**src/rtl/mmc_pkg.sv**
```systemverilog
// Shared types and constants for the magnetometer min/max calibrator.
// Used by the top level; no dependencies.
`default_nettype none

package mmc_pkg;

  // Input opcodes; the spare code is handled as a limits report
  localparam logic [1:0] OP_SAMPLE = 2'd0;
  localparam logic [1:0] OP_START  = 2'd1;
  localparam logic [1:0] OP_REPORT = 2'd2;

  typedef enum logic [2:0] {
    KIND_MEASURE  = 3'd0,
    KIND_ABSORBED = 3'd1,
    KIND_DONE     = 3'd2,
    KIND_REPORT   = 3'd3,
    KIND_STARTED  = 3'd4
  } kind_t;

  typedef enum logic [2:0] {
    ST_IDLE,
    ST_MUL_START,
    ST_MUL_WAIT,
    ST_HALF,
    ST_GAIN_START,
    ST_DIV_WAIT,
    ST_EMIT
  } state_t;

  localparam logic [15:0] CAL_LEN_RESET = 16'd100;
  localparam int HALF_DIVISOR = 15;

  // Preset limits, wrapped to the sample width where they are used
  localparam int PRESET_LOW_X  = 8207;
  localparam int PRESET_LOW_Y  = -11261;
  localparam int PRESET_LOW_Z  = -38309;
  localparam int PRESET_HIGH_X = 40073;
  localparam int PRESET_HIGH_Y = 19496;
  localparam int PRESET_HIGH_Z = -700;

endpackage

`default_nettype wire

```
**src/rtl/mmc_multiplier.sv**
```systemverilog
// Digit-serial unsigned multiplier: eight multiplier bits per cycle, MSB first.
// Stand-alone; shared across the three axes by the calibrator sequencer.
`default_nettype none

module mmc_multiplier #(
  parameter int SB = 18,
  parameter int GB = 24
) (
  input  logic                                 clk,
  input  logic                                 rst,
  input  logic                                 start,
  input  logic [SB-1:0]                        mag,
  input  logic [GB-1:0]                        gain,
  output logic [SB+8*((GB+7)/8)-1:0]           product,
  output logic                                 done
);

  localparam int DIGIT_BITS = 8;
  localparam int NDIG = (GB + DIGIT_BITS - 1) / DIGIT_BITS;
  localparam int PADW = DIGIT_BITS * NDIG;
  localparam int PW = SB + PADW;
  localparam int CW = (NDIG > 1) ? $clog2(NDIG) : 1;

  logic [SB-1:0]            mag_r;
  logic [PADW-1:0]          digits;
  logic [PW-1:0]            acc;
  logic [CW-1:0]            cnt;
  logic                     busy;
  logic [SB+DIGIT_BITS-1:0] step_prod;
  logic [PW-1:0]            acc_next;

  assign step_prod = (SB+DIGIT_BITS)'(mag_r) *
                     (SB+DIGIT_BITS)'(digits[PADW-1 -: DIGIT_BITS]);
  assign acc_next  = {acc[PW-DIGIT_BITS-1:0], {DIGIT_BITS{1'b0}}} + PW'(step_prod);
  assign product   = acc;

  always_ff @(posedge clk) begin
    if (rst) begin
      busy <= 1'b0;
      done <= 1'b0;
      cnt  <= '0;
    end else begin
      done <= 1'b0;
      if (start) begin
        busy <= 1'b1;
        cnt  <= CW'(NDIG - 1);
      end else if (busy) begin
        if (cnt == '0) begin
          busy <= 1'b0;
          done <= 1'b1;
        end else begin
          cnt <= cnt - 1'b1;
        end
      end
    end
  end

  always_ff @(posedge clk) begin
    if (start) begin
      mag_r  <= mag;
      digits <= PADW'(gain);
      acc    <= '0;
    end else if (busy) begin
      acc    <= acc_next;
      digits <= {digits[PADW-DIGIT_BITS-1:0], {DIGIT_BITS{1'b0}}};
    end
  end

endmodule

`default_nettype wire

```
**src/rtl/mmc_divider.sv**
```systemverilog
// Restoring divider, one quotient bit per cycle, for the gain recompute.
// Stand-alone; the caller guarantees the initial remainder is below the divisor.
`default_nettype none

module mmc_divider #(
  parameter int DW = 21,
  parameter int QW = 24
) (
  input  logic          clk,
  input  logic          rst,
  input  logic          start,
  input  logic [DW-1:0] rem_init,
  input  logic [QW-1:0] bits,
  input  logic [DW-1:0] den,
  output logic [QW-1:0] quot,
  output logic          done
);

  localparam int CW = $clog2(QW);

  logic [DW-1:0] rem;
  logic [DW-1:0] den_r;
  logic [QW-1:0] bits_r;
  logic [CW-1:0] cnt;
  logic          busy;
  logic [DW:0]   shifted;
  logic [DW:0]   trial;
  logic          fits;

  assign shifted = {rem, bits_r[QW-1]};
  assign fits    = shifted >= {1'b0, den_r};
  assign trial   = shifted - {1'b0, den_r};

  always_ff @(posedge clk) begin
    if (rst) begin
      busy <= 1'b0;
      done <= 1'b0;
      cnt  <= '0;
    end else begin
      done <= 1'b0;
      if (start) begin
        busy <= 1'b1;
        cnt  <= CW'(QW - 1);
      end else if (busy) begin
        if (cnt == '0) begin
          busy <= 1'b0;
          done <= 1'b1;
        end else begin
          cnt <= cnt - 1'b1;
        end
      end
    end
  end

  always_ff @(posedge clk) begin
    if (start) begin
      rem    <= rem_init;
      den_r  <= den;
      bits_r <= bits;
      quot   <= '0;
    end else if (busy) begin
      rem    <= fits ? trial[DW-1:0] : shifted[DW-1:0];
      bits_r <= {bits_r[QW-2:0], 1'b0};
      quot   <= {quot[QW-2:0], fits};
    end
  end

endmodule

`default_nettype wire

```
**src/rtl/magnetometer_min_max_calibrator_unit.sv**
```systemverilog
// Top level of the magnetometer min/max calibrator: sequencer, state and output beat.
// Depends on mmc_pkg, mmc_multiplier and mmc_divider.
`default_nettype none

// One item at a time: in_stall is low only while the sequencer idles, and a
// finished result waits in the output register so the next beat may enter.
// A measurement runs the digit-serial multiplier, which serves all three axes,
// once per axis in turn, and the sample that ends calibration recomputes the
// offsets and gains axis by axis with the bit-serial gain divider.
// After reset the same recompute runs from the preset limits with in_stall
// high; configuration writes are taken meanwhile.

module magnetometer_min_max_calibrator_unit #(
  parameter int SAMPLE_BITS    = 18,
  parameter int GAIN_FRAC_BITS = 16
) (
  input  logic                          clk,
  input  logic                          rst,
  input  logic                          in_valid,
  output logic                          in_stall,
  input  logic [1:0]                    opcode,
  input  logic signed [SAMPLE_BITS-1:0] raw_x,
  input  logic signed [SAMPLE_BITS-1:0] raw_y,
  input  logic signed [SAMPLE_BITS-1:0] raw_z,
  output logic                          out_valid,
  input  logic                          out_stall,
  output mmc_pkg::kind_t                result_kind,
  output logic signed [SAMPLE_BITS-1:0] corrected_x,
  output logic signed [SAMPLE_BITS-1:0] corrected_y,
  output logic signed [SAMPLE_BITS-1:0] corrected_z,
  output logic signed [SAMPLE_BITS-1:0] low_x,
  output logic signed [SAMPLE_BITS-1:0] high_x,
  output logic signed [SAMPLE_BITS-1:0] low_y,
  output logic signed [SAMPLE_BITS-1:0] high_y,
  output logic signed [SAMPLE_BITS-1:0] low_z,
  output logic signed [SAMPLE_BITS-1:0] high_z,
  input  logic                          cfg_valid,
  output logic                          cfg_ready,
  input  logic [15:0]                   cfg_data
);

  import mmc_pkg::*;

  localparam int SB   = SAMPLE_BITS;
  localparam int GF   = GAIN_FRAC_BITS;
  localparam int GB   = GF + 8;
  localparam int DW   = SB + 3;
  localparam int PW   = SB + 8 * ((GB + 7) / 8);
  localparam int QW   = PW - GF;

  state_t state, state_next;

  logic [1:0]           axis;
  logic [1:0]           axis_inc;
  logic                 init_pass;
  logic                 calibrating;
  logic [15:0]          counter;
  logic [15:0]          cal_len;
  logic signed [SB-1:0] minimum [3];
  logic signed [SB-1:0] maximum [3];
  logic signed [SB-1:0] offset [3];
  logic [GB-1:0]        gain [3];
  logic signed [SB-1:0] half_len [3];
  logic signed [SB+1:0] sum;
  logic signed [SB-1:0] raw_r [3];
  logic signed [SB-1:0] cor [3];
  logic                 neg_r;
  kind_t                kind_r;

  logic signed [SB-1:0] raw_in [3];
  logic                 accept;
  logic                 mul_start;
  logic                 div_start;
  logic                 emit_load;
  logic                 gain_ok;
  logic                 gain_ovf;
  logic                 last_axis;

  // measurement datapath
  logic signed [SB:0]   diff;
  logic [SB:0]          diff_abs;
  logic [PW-1:0]        mul_product;
  logic                 mul_done;
  logic [QW-1:0]        prod;
  logic                 pos_ovf;
  logic                 neg_ovf;
  logic signed [SB-1:0] cor_val;

  // recompute datapath
  logic signed [SB:0]   lim_sum;
  logic signed [SB:0]   lim_dif;
  logic signed [SB:0]   sum_adj;
  logic signed [SB:0]   dif_adj;
  logic signed [SB-1:0] off_val;
  logic signed [SB-1:0] half_val;
  logic signed [SB+1:0] half_ext;
  logic signed [SB-1:0] half_cur;
  logic [DW-1:0]        den;
  logic [DW-1:0]        sum_hi;
  logic [GB-1:0]        div_bits;
  logic [GB-1:0]        div_quot;
  logic                 div_done;

  assign raw_in[0] = raw_x;
  assign raw_in[1] = raw_y;
  assign raw_in[2] = raw_z;

  assign cfg_ready = 1'b1;
  assign accept    = in_valid && !in_stall;
  assign last_axis = (axis == 2'd2);
  assign axis_inc  = last_axis ? 2'd0 : axis + 2'd1;

  // |raw - offset| stays below 2^SB, so the magnitude fits SB bits
  assign diff     = {raw_r[axis][SB-1], raw_r[axis]} - {offset[axis][SB-1], offset[axis]};
  assign diff_abs = diff[SB] ? -diff : diff;

  // drop the fraction bits, then saturate to the sample range
  assign prod    = mul_product[PW-1:GF];
  assign pos_ovf = |prod[QW-1:SB-1];
  assign neg_ovf = (|prod[QW-1:SB]) || (prod[SB-1] && (|prod[SB-2:0]));

  always_comb begin
    if (neg_r) begin
      cor_val = neg_ovf ? {1'b1, {(SB-1){1'b0}}} : (~prod[SB-1:0] + 1'b1);
    end else begin
      cor_val = pos_ovf ? {1'b0, {(SB-1){1'b1}}} : prod[SB-1:0];
    end
  end

  // halve toward zero: add one to a negative value before the shift
  assign lim_sum  = {maximum[axis][SB-1], maximum[axis]} + {minimum[axis][SB-1], minimum[axis]};
  assign lim_dif  = {maximum[axis][SB-1], maximum[axis]} - {minimum[axis][SB-1], minimum[axis]};
  assign sum_adj  = lim_sum + {{SB{1'b0}}, lim_sum[SB]};
  assign dif_adj  = lim_dif + {{SB{1'b0}}, lim_dif[SB]};
  assign off_val  = sum_adj[SB:1];
  assign half_val = dif_adj[SB:1];
  assign half_ext = {{2{half_val[SB-1]}}, half_val};

  // gain = (sum << GF) / (15 * half); the quotient overflows GB bits
  // exactly when sum / 256 reaches the divisor
  assign half_cur = half_len[axis];
  assign den      = DW'(half_cur[SB-2:0]) * DW'(HALF_DIVISOR);
  assign sum_hi   = DW'(sum[SB+1:8]);
  assign div_bits = {sum[7:0], {GF{1'b0}}};
  assign gain_ok  = (half_cur > 0) && (sum > 0);
  assign gain_ovf = sum_hi >= den;

  mmc_multiplier #(
    .SB (SB),
    .GB (GB)
  ) u_mul (
    .clk     (clk),
    .rst     (rst),
    .start   (mul_start),
    .mag     (diff_abs[SB-1:0]),
    .gain    (gain[axis]),
    .product (mul_product),
    .done    (mul_done)
  );

  mmc_divider #(
    .DW (DW),
    .QW (GB)
  ) u_div (
    .clk      (clk),
    .rst      (rst),
    .start    (div_start),
    .rem_init (sum_hi),
    .bits     (div_bits),
    .den      (den),
    .quot     (div_quot),
    .done     (div_done)
  );

  // next state
  always_comb begin
    state_next = state;
    unique case (state)
      ST_IDLE: begin
        if (accept) begin
          priority case (opcode)
            OP_SAMPLE: begin
              if (!calibrating) begin
                state_next = ST_MUL_START;
              end else if (counter > cal_len) begin
                state_next = ST_HALF;
              end else begin
                state_next = ST_EMIT;
              end
            end
            default: state_next = ST_EMIT;
          endcase
        end
      end
      ST_MUL_START: state_next = ST_MUL_WAIT;
      ST_MUL_WAIT: begin
        if (mul_done) begin
          state_next = last_axis ? ST_EMIT : ST_MUL_START;
        end
      end
      ST_HALF: begin
        if (last_axis) begin
          state_next = ST_GAIN_START;
        end
      end
      ST_GAIN_START: begin
        if (gain_ok && !gain_ovf) begin
          state_next = ST_DIV_WAIT;
        end else if (last_axis) begin
          state_next = init_pass ? ST_IDLE : ST_EMIT;
        end
      end
      ST_DIV_WAIT: begin
        if (div_done) begin
          if (last_axis) begin
            state_next = init_pass ? ST_IDLE : ST_EMIT;
          end else begin
            state_next = ST_GAIN_START;
          end
        end
      end
      ST_EMIT: begin
        if (!out_valid || !out_stall) begin
          state_next = ST_IDLE;
        end
      end
      default: state_next = ST_IDLE;
    endcase
  end

  // control outputs
  always_comb begin
    in_stall  = (state != ST_IDLE);
    mul_start = (state == ST_MUL_START);
    div_start = (state == ST_GAIN_START) && gain_ok && !gain_ovf;
    emit_load = (state == ST_EMIT) && (!out_valid || !out_stall);
  end

  // control state and limits
  always_ff @(posedge clk) begin
    if (rst) begin
      state       <= ST_HALF;
      axis        <= 2'd0;
      init_pass   <= 1'b1;
      calibrating <= 1'b0;
      counter     <= '0;
      cal_len     <= CAL_LEN_RESET;
      out_valid   <= 1'b0;
      minimum[0]  <= SB'(PRESET_LOW_X);
      minimum[1]  <= SB'(PRESET_LOW_Y);
      minimum[2]  <= SB'(PRESET_LOW_Z);
      maximum[0]  <= SB'(PRESET_HIGH_X);
      maximum[1]  <= SB'(PRESET_HIGH_Y);
      maximum[2]  <= SB'(PRESET_HIGH_Z);
    end else begin
      state <= state_next;
      if (cfg_valid && cfg_ready) begin
        cal_len <= cfg_data;
      end
      if (out_valid && !out_stall) begin
        out_valid <= 1'b0;
      end
      if (emit_load) begin
        out_valid <= 1'b1;
      end
      unique case (state)
        ST_IDLE: begin
          init_pass <= 1'b0;
          if (accept) begin
            axis <= 2'd0;
            priority case (opcode)
              OP_SAMPLE: begin
                if (calibrating) begin
                  for (int i = 0; i < 3; i++) begin
                    if (raw_in[i] > maximum[i]) begin
                      maximum[i] <= raw_in[i];
                    end
                    if (raw_in[i] < minimum[i]) begin
                      minimum[i] <= raw_in[i];
                    end
                  end
                  counter <= counter + 16'd1;
                  if (counter > cal_len) begin
                    calibrating <= 1'b0;
                  end
                end
              end
              OP_START: begin
                calibrating <= 1'b1;
                counter     <= '0;
              end
              default: begin
              end
            endcase
          end
        end
        ST_MUL_WAIT: begin
          if (mul_done) begin
            axis <= axis_inc;
          end
        end
        ST_HALF: axis <= axis_inc;
        ST_GAIN_START: begin
          if (!(gain_ok && !gain_ovf)) begin
            axis <= axis_inc;
          end
        end
        ST_DIV_WAIT: begin
          if (div_done) begin
            axis <= axis_inc;
          end
        end
        default: begin
        end
      endcase
    end
  end

  // payload: working values, derived calibration and the output beat
  always_ff @(posedge clk) begin
    unique case (state)
      ST_IDLE: begin
        if (accept) begin
          for (int i = 0; i < 3; i++) begin
            raw_r[i] <= raw_in[i];
            cor[i]   <= '0;
          end
          priority case (opcode)
            OP_SAMPLE: begin
              if (!calibrating) begin
                kind_r <= KIND_MEASURE;
              end else if (counter > cal_len) begin
                kind_r <= KIND_DONE;
              end else begin
                kind_r <= KIND_ABSORBED;
              end
            end
            OP_START: kind_r <= KIND_STARTED;
            default:  kind_r <= KIND_REPORT;
          endcase
        end
      end
      ST_MUL_START: neg_r <= diff[SB];
      ST_MUL_WAIT: begin
        if (mul_done) begin
          cor[axis] <= cor_val;
        end
      end
      ST_HALF: begin
        offset[axis]   <= off_val;
        half_len[axis] <= half_val;
        sum            <= ((axis == 2'd0) ? '0 : sum) + half_ext;
      end
      ST_GAIN_START: begin
        if (!gain_ok) begin
          gain[axis] <= '0;
        end else if (gain_ovf) begin
          gain[axis] <= '1;
        end
      end
      ST_DIV_WAIT: begin
        if (div_done) begin
          gain[axis] <= div_quot;
        end
      end
      default: begin
      end
    endcase

    if (emit_load) begin
      result_kind <= kind_r;
      corrected_x <= cor[0];
      corrected_y <= cor[1];
      corrected_z <= cor[2];
      low_x       <= minimum[0];
      high_x      <= maximum[0];
      low_y       <= minimum[1];
      high_y      <= maximum[1];
      low_z       <= minimum[2];
      high_z      <= maximum[2];
    end
  end

endmodule

`default_nettype wire
```
**config.mk**
```make
export PLATFORM = sky130hd
export DESIGN_NAME = magnetometer_min_max_calibrator_unit
export DESIGN_NICKNAME = d
export VERILOG_FILES = /design/src/rtl/mmc_pkg.sv /design/src/rtl/mmc_multiplier.sv /design/src/rtl/mmc_divider.sv /design/src/rtl/magnetometer_min_max_calibrator_unit.sv
export SDC_FILE = /design/constraint.sdc
export NUM_CORES = 2
export LEC_CHECK = 0
export ABC_AREA = 1
export BUFFER_PORTS_ARGS = -buffer_cell sky130_fd_sc_hd__buf_2
export CORE_MARGIN = 4
export CORE_UTILIZATION = 55
export CTS_BUF_LIST = sky130_fd_sc_hd__clkbuf_2
export CTS_CLUSTER_DIAMETER = 150
export DETAILED_ROUTE_END_ITERATION = 10
export PLACE_DENSITY = 0.76
export SLEW_MARGIN = 15
export SYNTH_ARGS = -nofsm -noshare
export SYNTH_HDL_FRONTEND = slang
export SYNTH_SLANG_ARGS = --single-unit
```
**constraint.sdc**
```tcl
create_clock -name clk -period 10.4 [get_ports clk]
set_input_delay 2.08 -clock clk [delete_from_list [all_inputs] [get_ports clk]]
set_output_delay 2.08 -clock clk [all_outputs]
set_load 0.005 [all_outputs]
```
# --- Yosys cells after proc, flatten, opt, wreduce, memory -nomap -nowiden ---
# Memories as Yosys holds them, arrays and structs flattened. A register that Yosys moved wholly into a read port is not among the register bits.
# Index checks and enable logic that the tools add are counted.
word_totals:
  regBits: 344
  mem_bits_rw: 396
  elab_cells: 281
  n_memories: 7
op_classes:
  addsub: 14
  multipliers: 2
  magnitude_cmp: 11
  eq_ne: 18
  muxes: 141
  bitwise_logic: 13
  reduce_logical: 42
memory_table:
  columns: ["memory", "depth", "width", "read_ports", "rd_ports_with_merged_regs", "write_ports", "line", "rtl"]
  rows:
  - ["gain", 3, 24, 1, 1, 1, "magnetometer_min_max_calibrator_unit.sv:62", "logic [GB-1:0] gain [3];"]
  - ["cor", 3, 18, 3, 3, 3, "magnetometer_min_max_calibrator_unit.sv:66", "logic signed [SB-1:0] cor [3];"]
  - ["half_len", 3, 18, 1, 1, 1, "magnetometer_min_max_calibrator_unit.sv:63", "logic signed [SB-1:0] half_len [3];"]
  - ["maximum", 3, 18, 4, 1, 3, "magnetometer_min_max_calibrator_unit.sv:60", "logic signed [SB-1:0] maximum [3];"]
  - ["minimum", 3, 18, 4, 1, 3, "magnetometer_min_max_calibrator_unit.sv:59", "logic signed [SB-1:0] minimum [3];"]
  - ["offset", 3, 18, 1, 1, 1, "magnetometer_min_max_calibrator_unit.sv:61", "logic signed [SB-1:0] offset [3];"]
  - ["1 more memories", null, null, null, null, null, null, null]
ops:
  columns: ["op", "count"]
  rows:
  - ["$mux W18", 11]
  - ["$mux W24", 6]
  - ["$mux W1", 75]
  - ["$gt A18 B18 Y1", 3]
  - ["$lt A18 B18 Y1", 3]
  - ["$mux W2", 23]
  - ["$add A42 B26 Y42", 1]
  - ["$mux W3", 13]
  - ["$add A19 B1 Y19", 2]
  - ["$sub A18 B18 Y19", 2]
  - ["$pmux W16 S2", 1]
  - ["$mul A18 B8 Y26", 1]
  - ["$mux W12", 2]
  - ["$ge A22 B21 Y1", 1]
  - ["$ge A12 B21 Y1", 1]
  - ["$mul A17 B4 Y21 const B", 1]
  - ["$mux W21", 1]
  - ["$pmux W3 S7", 1]
  - ["$sub A21 B21 Y21", 1]
  - ["$add A20 B20 Y20", 1]
  - ["$gt A20 B1 Y1 const B", 1]
  - ["$mux W20", 1]
  - ["$add A18 B18 Y19", 1]
  - ["$add A18 B1 Y18 const B", 1]
  - ["43 further kinds", 87]

# --- Longest topological paths before layout ---
# An unclocked memory read counts as a cell.
logic_depth:
  ltp_word: 10
  ltp_mapped: 43
  ltp_nobuf: 40

# --- Hierarchy ---
# From an unflattened synthesis, not the netlist that was laid out.
hier_totals:
  hier_cells: 5737
  hier_area_um2: 50004.2
by_module_without_submodules:
  columns: ["module", "n_inst", "cells_per_inst", "area_each_um2"]
  rows:
  - ["magnetometer_min_max_calibrator_unit", 1, 3684, 34837.2]
  - ["mmc_multiplier", 1, 1350, 9610.5]
  - ["mmc_divider", 1, 703, 5556.6]

# --- Worst setup path after synthesis ---
# No wires, ideal clock.
synth_path:
  path_kind: "input port to flip-flop"
  startpoint: "input port out_stall"
  endpoint: "register corrected_x[0], read port of cor (enable)"
  t_arrival_ps: 10027
  path_slack_ps: -372
  stages: 1
  path_cell_list: "a21oi_1"
synth_between:
  elab_chain_cells: 3
synth_rtl:
  columns: ["item", "line", "rtl"]
  rows:
  - ["start: declaration", "magnetometer_min_max_calibrator_unit.sv:26", "input logic out_stall,"]
  - ["$logic_not A1 Y1", "magnetometer_min_max_calibrator_unit.sv:236", "emit_load = (state == ST_EMIT) && (!out_valid || !out_stall);"]
  - ["$logic_or A1 B1 Y1", "magnetometer_min_max_calibrator_unit.sv:236", null]
  - ["$logic_and A1 B1 Y1", "magnetometer_min_max_calibrator_unit.sv:236", null]
  - ["end: declaration", "magnetometer_min_max_calibrator_unit.sv:28", "output logic signed [SAMPLE_BITS-1:0] corrected_x,"]
# Every way passes these cells.
# A chain may end at the register's enable or synchronous reset.

==> results.cfg <==
[drt]
drt-total-wl_mm = 129
drtIter0Drc = 3457
drc = 0
detail_route.wl_per_cell_um = 19.1
antenna_left = 0
drt_first_pass_iters = 6
avgViaCountPerCell = 5.47
via_count = 37000

[run]
drv_cap = 0

[cells_and_area]
drive_above_1_share_pct = 12.3
final_cells = 6770
area_growth_pct = 8.79
multi_input_area_um2 = 20800
nFillCells = 7447
regArea_um2 = 22600
nets = 6008

[logic_synthesis]
synth_area_um2 = 47400
syn_inst = 5148
synth_cell_types = 67
syn_nets = 5695
yosysTopAreaCell = edfxtp_1
synthTopCellsByArea = edfxtp_1 (42%), ha_1 (8.5%), nand2_1 (7.9%)
ys_seq_area_share_pct = 47.7
avgSynthCellArea_um2 = 9.21
ys_seq_elements = 796
ys_warn_count = 0
post-synth-top-area-fraction_pct = 42.3

[timing]
final-setup-viol-count = 0
fmax_mhz = 131
maxSlewViolCount = 0
fin_setup_tns_ps = 0
tightest_slew_ps = 1010
finalHoldViolCount = 0
rsz0062_at_grt = false
timing.final.crit_share_pct = 73.4
clock_skew_ps = 127
relSlewSlack_pct = 31.9
min_period_ps = 7630

[clock_network]
cts-hold-fix-buffers = 0
htreeDepth = 4
cts_tree = done
clk_latency_ps = 1520
cts_buffers = 196
ctsResizeCount = 0
ctsRootBufferMaster = clkbuf_2
clk_path_buf_depth = 3
post_cts_buffers = 0
clk_pin_slew_ps = 100
cts_sinks = 796

[worst_setup_path]
cpMostUsedCell = nand2_1
r2r_cells = 28
critPathRequiredTime_ps = 11540
r2r_slack_ps = 2770
end_kind = register
cpMaxStageDelayCell = clkinv_2
critPathLaunchType = register
slowest_delay_ps = 750
critPathKind = register to register
arrival_ps = 8780
worstPathMaxFanout = 50

[place]
port_buffers = 243
gp_congestion = 0.980
hpwl_mm = 98.6
dp.cells = 6406

[floorplanning]
dieWidth_um = 302
dieArea_um2 = 91000
start_util_pct = 55.5
fp-row-count = 107
coreArea_um2 = 85400
die_y_um = 302
io_pins = 245

[min_path]
hold_depth = 0
hold_path_class = register to register
worstHoldStart = cor[1][14]

[global_route]
overflow = 0
grt_pass1_vias = 36300
grt_start_max_net_pins = 99
grt_pass1_wl_mm = 201
grt_usage_pct = 28.5
antenna_found_initial = 5

[outcome]
status = complete, no violations
-- layer usage --
metal / GRT usage, % / up-vias / share of wire, %
li1: - / 17800 / -
met1: 37.6 / 17500 / 42
met2: 46.9 / 1389 / 47
met3: 6.09 / 240 / 8.0
met4: 9.61 / 8 / 2.8
met5: 0 / - / 0.039
-- metrics by stage --
stage / setup slack [ps] / utilization [%] / hold WS, ps / instance area (um^2)
6_report: 2770 / 60.4 / 344 / 51600
3_3_place_gp: 3090 / 58.1 / 401 / 49700
4_1_cts: 2800 / 60.4 / 346 / 51600
3_5_place_dp: 2890 / 58.1 / 405 / 49700
5_1_grt: 1980 / 60.4 / 362 / 51600
2_1_floorplan: 3370 / - / 400 / 47400
-- cell usage after synthesis, drive strengths merged --
master / instances
o21ai: 308
a21oi: 374
a21o: 10
nor3b: 3
o21a: 4
fa: 149
nor3: 63
a2111oi: 1
inv: 891
o21bai: 12
a21boi: 10
nor4: 20
or4: 1
dfxtp: 128
conb: 1
xor2: 83
o22ai: 29
edfxtp: 668
o211ai: 59
and2: 4
ha: 321
a221oi: 1
a31oi: 28
o2111ai: 6
or2: 44
o221a: 1
o221ai: 10
a22oi: 7
clkbuf: 101
nand3b: 10
a31o: 1
o32ai: 2
nand4: 53
nand3: 193
buf: 54
and3: 2
nor2: 423
a211oi: 9
xnor2: 42
o31ai: 7
nand2: 1015
-- placed cells by master (no fill, tap or decap), drive strengths merged, types with 2 or more instances in the layout --
cell type	n
nand2	1015
inv	900
edfxtp	668
nor2	423
a21oi	374
ha	321
o21ai	308
clkbuf	270
buf	270
nand3	193
fa	149
dfxtp	128
xor2	83
clkinv	78
nor3	63
o211ai	59
nand4	53
or2	44
xnor2	42
o22ai	29
a31oi	28
nor4	20
o21bai	12
a21o	10
nand3b	10
o221ai	10
a21boi	10
a211oi	9
o31ai	7
a22oi	7
o2111ai	6
o21a	4
and2	4
diode	3
bufinv	3
nor3b	3
and3	2
o32ai	2
-- critical path: cells and delay by family, from the launching register on --
| family | cells | cell delay (ps) |
|---|---|---|
| and+or+nand+nor | 12 | 1720 |
| AOI/OAI and AO/OA | 5 | 1170 |
| DFF | 1 | 710 |
| buffers and inverters | 6 | 1560 |
| adders and majority gates | 4 | 1850 |
| xor gates and xnor gates | 1 | 190 |
-- registers in the layout, indices dropped and copies added, names as in the netlist, 20 cells and up, named ones only --
| register | flops |
|---|---|
| gain | 72 |
| cor | 54 |
| half_len | 54 |
| maximum | 54 |
| minimum | 54 |
| offset | 54 |
| raw_r | 54 |
| u_mul.product | 42 |
| u_div.quot | 24 |
| u_mul.digits | 24 |
| u_div.den_r | 21 |
| u_div.rem | 21 |
| sum | 20 |
-- logic make-up after synthesis --
logic type                 share of synthesized area, %
and+or+nand+nor                                    16.3
buffers and inverters                              8.50
other                                           0.00791
xor gates and xnor gates                           2.37
AOI/OAI and AO/OA                                  10.4
DFF                                                47.7
adders and majority gates                          14.8
-- area by class of cell --
cell class | count | share of cell area, %
timing repair buffer | 270 | 2.77
inverter | 891 | 6.49
clock buffer | 270 | 2.62
tap | 1144 | 2.77
sequential | 796 | 43.8
multi-input combinational | 3306 | 40.4
antenna | 3 | 0.0145
clock inverter | 90 | 1.08
-- path summary, 6_finish.rpt --
kind                     endpoint
setup / recovery    u_div.rem[10]
hold / removal    corrected_y[14]
setup reg to reg    u_div.rem[10]
hold reg to reg   corrected_y[14]
Power is not shown: default switching activity piles up to over one toggle a cycle in this logic, so the estimate is an artifact.
